### config.mk
export PLATFORM = sky130hd
export DESIGN_NAME = dmx_frame_ctrl
export DESIGN_NICKNAME = d
export VERILOG_FILES = /design/src/sv/dmx_pkg.sv /design/src/sv/dmx_frame_ctrl.sv
export SDC_FILE = /design/constraint.sdc
export NUM_CORES = 1
export LEC_CHECK = 0
export BUFFER_PORTS_ARGS = -buffer_cell sky130_fd_sc_hd__buf_2
export CAP_MARGIN = 20
export CORE_AREA = 2 2 39 41
export DETAILED_ROUTE_END_ITERATION = 10
export DIE_AREA = 0 0 41 43
export GPL_ROUTABILITY_DRIVEN = 1
export HOLD_SLACK_MARGIN = 0.12
export PLACE_DENSITY_LB_ADDON = 0.25
export RECOVER_POWER = 50
export REMOVE_ABC_BUFFERS = 1
export SYNTH_ARGS = -nofsm -noshare
export SYNTH_HDL_FRONTEND = slang
export SYNTH_SLANG_ARGS = --single-unit
### constraint.sdc
create_clock -name clock -period 1.84 [get_ports clock]
set_input_delay 0 -clock clock [delete_from_list [all_inputs] [get_ports clock]]
set_output_delay 0 -clock clock [all_outputs]
set_load 0.05 [all_outputs]
### src/sv/dmx_pkg.sv
package dmx_pkg;

   // Field and register widths
   localparam int SAMPLE_W = 32;
   localparam int WIDTH_CODE_W = 2;
   localparam int COUNT_W = 4;
   localparam int CSR_INDEX_W = 1;
   localparam int CSR_DATA_W = 4;
   localparam int SHIFT_W = 5;

   // Register indexes on the csr port
   localparam logic [CSR_INDEX_W-1:0] CSR_SAMPLE_WIDTH = 1'd0;
   localparam logic [CSR_INDEX_W-1:0] CSR_CHANNEL_COUNT = 1'd1;

   // Sample width codes
   localparam logic [WIDTH_CODE_W-1:0] WIDTH_8 = 2'd0;
   localparam logic [WIDTH_CODE_W-1:0] WIDTH_16 = 2'd1;
   localparam logic [WIDTH_CODE_W-1:0] WIDTH_24 = 2'd2;
   localparam logic [WIDTH_CODE_W-1:0] WIDTH_32 = 2'd3;

   // Reset values of the registers
   localparam logic [WIDTH_CODE_W-1:0] WIDTH_CODE_RESET = WIDTH_16;
   localparam logic [COUNT_W-1:0] CHANNEL_COUNT_RESET = 4'd2;

   // Frame position flags handed to the mix unit
   typedef struct packed {
      logic first;
      logic last;
   } frame_flags_type;

   // Left shift that brings a sample of the given width up to Q1.31
   function automatic logic [SHIFT_W-1:0] justify_shift(input logic [WIDTH_CODE_W-1:0] code);
      logic [SHIFT_W-1:0] shift;
      case (code)
         WIDTH_8:  shift = 5'd24;
         WIDTH_16: shift = 5'd16;
         WIDTH_24: shift = 5'd8;
         WIDTH_32: shift = 5'd0;
         default:  shift = 5'd0;
      endcase
      return shift;
   endfunction

endpackage

### src/sv/dmx_frame_ctrl.sv
module dmx_frame_ctrl #(
   parameter int MAX_CHANNELS = 8
) (
   input  logic                        clock,
   input  logic                        reset,
   input  logic                        advance,
   input  logic [dmx_pkg::COUNT_W-1:0] channel_count,
   output dmx_pkg::frame_flags_type    flags
);

   localparam int POS_W = (MAX_CHANNELS > 1) ? $clog2(MAX_CHANNELS) : 1;
   localparam int CMP_W = POS_W + dmx_pkg::COUNT_W + 1;

   logic [POS_W-1:0] pos_ff;
   logic [POS_W-1:0] pos_in;
   logic [CMP_W-1:0] count_raw;
   logic [CMP_W-1:0] count_eff;

   // Clamp the channel count to one through MAX_CHANNELS
   always_comb begin
      count_raw = CMP_W'(channel_count);
      if (count_raw == '0) begin
         count_eff = CMP_W'(1);
      end else if (count_raw > CMP_W'(MAX_CHANNELS)) begin
         count_eff = CMP_W'(MAX_CHANNELS);
      end else begin
         count_eff = count_raw;
      end
   end

   assign flags.first = (pos_ff == '0);
   assign flags.last = ((CMP_W'(pos_ff) + CMP_W'(1)) >= count_eff);

   // Advance the position, wrap at the end of a frame
   always_comb begin
      pos_in = pos_ff;
      if (advance) begin
         pos_in = flags.last ? '0 : pos_ff + POS_W'(1);
      end
   end

   always_ff @(posedge clock) begin
      if (reset) begin
         pos_ff <= '0;
      end else begin
         pos_ff <= pos_in;
      end
   end

endmodule

==> metrics.yaml <==
setup_path:
  cp-start-kind: "flip-flop"
  critical-path-max-stage-delay_ns: 0.33
  arrival_ns: 1.74
  worst_path_most_repeated_cell: "ha_1"
  crit_buf_inv: 1
  path_cells: "ha_1, xor2_1, ha_1, a211oi_4, o21bai_2, buf_6"
  path_class: "reg -> out"
  required_ns: 1.84
  critPathTopFamily: "adder cells"
  slowest_stage: "dfxtp_2"
  path_max_fanout: 5
  endpoint_kind: "primary output"
global_route:
  grt_pass1_wl_um: 966
  grt_util_all_layers_pct: 8.01
  grt_pass1_vias: 234
  grt-ovfl-total: 0
  grt_max_degree: 8
  antenna_found_initial: 0
detailed_routing:
  dr.pass1.iters: 4
  wl_per_cell_um: 10.3
  drc: 0
  ant_nets: 0
  viasPerCell: 4.43
  drt-total-wl_um: 672
  dr_total_vias: 288
  drt-initial-drc-count: 1
clock_tree:
  h-tree-depth: 1
  clock_path_buffers: 2
  worstSkewPairLatency_ns: 0.23
  cts-root-buf: "clkbuf_4"
  clkTransAtPathRegs_ns: 0.04
  post_cts_buffers: 0
  clock-sinks: 3
  cts_inserted_buffers: 3
  cts_tree: "yes"
floorplanning:
  dieArea_um2: 1760
  core_um2: 1380
  io_pins: 9
  rows: 14
  start_util_pct: 22.6
  die_h_um: 43
  die-width_um: 41
timing:
  worst_pin_slew_ns: 0.591
  relSlewSlack_pct: 60.8
  fmax_mhz: 574
  setup_viol: 0
  rsz0062_at_grt: "no"
  finalCritPeriodShare_pct: 94.7
  clock_skew_ns: 0.00240
  finalMaxSlewViolations: 0
  finalCriticalPeriod_ns: 1.74
  finalHoldViolCount: 0
synthesis:
  seq_area_frac_synth_pct: 19.2
  synth_cell_types: 21
  yosysWarnings: 0
  synth_area_um2: 313
  syn_inst: 35
  ys_ff_latch: 3
  synth_area_per_cell_um2: 8.94
job:
  maxCapViolations: 0
layout:
  reg_top3: "pos_ff: 3 flops"
  stdcell_count: 65
  finalNetCount: 63
  regMostFlops: "pos_ff"
  num_antenna_cells: 0
  n_fill_cell: 153
  area_delta_synth_final_pct: 44.4
  largest_register_ffs: 3
  drive_gt1_share_pct: 36.7
  final_util_pct: 32.6
placement:
  dp.cells: 59
  dp_hpwl_um: 534
  gp_congestion: 0.672
  port_buffers: 8
min_path:
  hold_path_class: "in -> reg"
pwr:
  clkPwrFrac_pct: 35.5
  peakVddDrop_mv: 0.363
  p_seq_share_pct: 23.8
  power_frac_comb_pct: 40.7
  net-switching-power_w: 0.000106
  p_sw_share_pct: 33.5
  p_int_w: 0.000211
  p_leak_nw: 0.205
  powerDensity_nw_per_um2: 704
run_status:
  outcome: "complete, no violations"
power by group through the flow:
stage	sequential [W]	clock (W)	combinational, W
2_1_floorplan	0.0000738	0	0.0000845
3_3_place_gp	0.0000753	0	0.000107
3_5_place_dp	0.0000762	0	0.000108
4_1_cts	0.0000762	0.000120	0.000125
5_1_grt	0.0000766	0.000127	0.000138
6_report	0.0000758	0.000113	0.000129
per-stage QoR:
stage	setup TNS, ns	total power, W	instance area, um^2	hold slack [ns]	setup slack (ns)
global route	0	0.000341	452	0.459	0.00704
detailed placement	0	0.000184	373	0.244	0.123
floorplan	-0.139	0.000158	313	0.0793	-0.0929
global placement	0	0.000183	373	0.236	0.160
CTS	0	0.000321	440	0.421	0.0428
finish	0	0.000318	452	0.440	0.0968
timing repair:
action	CTS	global route
gates resized for setup	5	1
hold endpoints to repair	3	0
endpoints found under the setup margin	1	1
hold buffers	2	0
cell families (layout without fill, tap and decap cells):
| logic type | after synthesis | count (layout) | synth area share, % |
|---|---|---|---|
| AO/OA/AOI/OAI | 7 | 7 | 22.0 |
| XOR/XNOR | 1 | 1 | 2.80 |
| flip-flops | 3 | 3 | 19.2 |
| adder cells (fa/ha/maj) | 6 | 6 | 24.0 |
| AND/OR/NAND/NOR | 14 | 14 | 27.2 |
| buffers and inverters | 4 | 18 | 4.80 |
cell usage after synthesis:
master / n / area share, %
a211oi_4: 1 / 6.4
a21oi_1: 1 / 1.6
and3_1: 1 / 2.0
dfxtp_1: 3 / 19
ha_1: 6 / 24
inv_1: 4 / 4.8
nand2_1: 2 / 2.4
nand2b_4: 1 / 4.4
nand3_1: 2 / 3.2
nor2_1: 3 / 3.6
nor2b_1: 1 / 2.0
nor3_1: 1 / 1.6
nor3b_1: 1 / 2.4
nor4bb_1: 1 / 3.2
o21ai_0: 1 / 1.6
o21ai_1: 1 / 1.6
o21bai_2: 1 / 3.6
o22ai_1: 1 / 2.0
o32ai_2: 1 / 5.2
or2b_1: 1 / 2.4
xor2_1: 1 / 2.8
final cells by class:
type	count	area, um^2	area share, %
multi-input cells	28	263	58.2
repair buffers	10	65.1	14.4
well taps	16	20.0	4.43
clock buffers	4	26.3	5.82
inverters	4	15.0	3.32
flip-flops and latches	3	62.6	13.9
worst register-to-register path, cell delays in order (launching register included):
cell	delay, ns
dfxtp_2	0.33
ha_1	0.23
xor2_1	0.15
ha_1	0.25
a211oi_4	0.25
o21bai_2	0.13
o32ai_2	0.13
final timing paths:
kind	start	endpoint	slack, ns	cells after the start
worst min-delay path	channel_count[3]	pos_ff[1]	0.44	5
worst max register to register	pos_ff[0]	pos_ff[1]	0.28	6
worst max-delay path	pos_ff[0]	flags[0]	0.1	6
worst min register to register	pos_ff[1]	pos_ff[1]	0.57	2
metal layers:
| metal | track usage (%) | vias up | wire (um) |
|---|---|---|---|
| li1 | - | 150 | - |
| met1 | 11.8 | 128 | 338 |
| met2 | 10.6 | 10 | 283 |
| met3 | 4.71 | 0 | 50 |
| met4 | 0 | 0 | 0 |
| met5 | 0 | - | 0 |
cell usage in the layout, fill, tap and decap left out:
cell / count
buf_2: 6
inv_1: 4
ha_1: 4
nor2_1: 3
clkbuf_4: 3
nand2_1: 2
nand3_1: 2
ha_4: 2
clkbuf_1: 2
dlygate4sd3_1: 2
dfxtp_2: 2
and3_1: 1
xor2_1: 1
nand2b_4: 1
a211oi_4: 1
o21ai_1: 1
o21bai_2: 1
nor2b_1: 1
o21ai_0: 1
nor4bb_1: 1
a21oi_1: 1
nor3b_1: 1
nor3_1: 1
o32ai_2: 1
or2b_1: 1
o22ai_1: 1
buf_6: 1
dfxtp_1: 1
(Power assumes the default switching activity.)
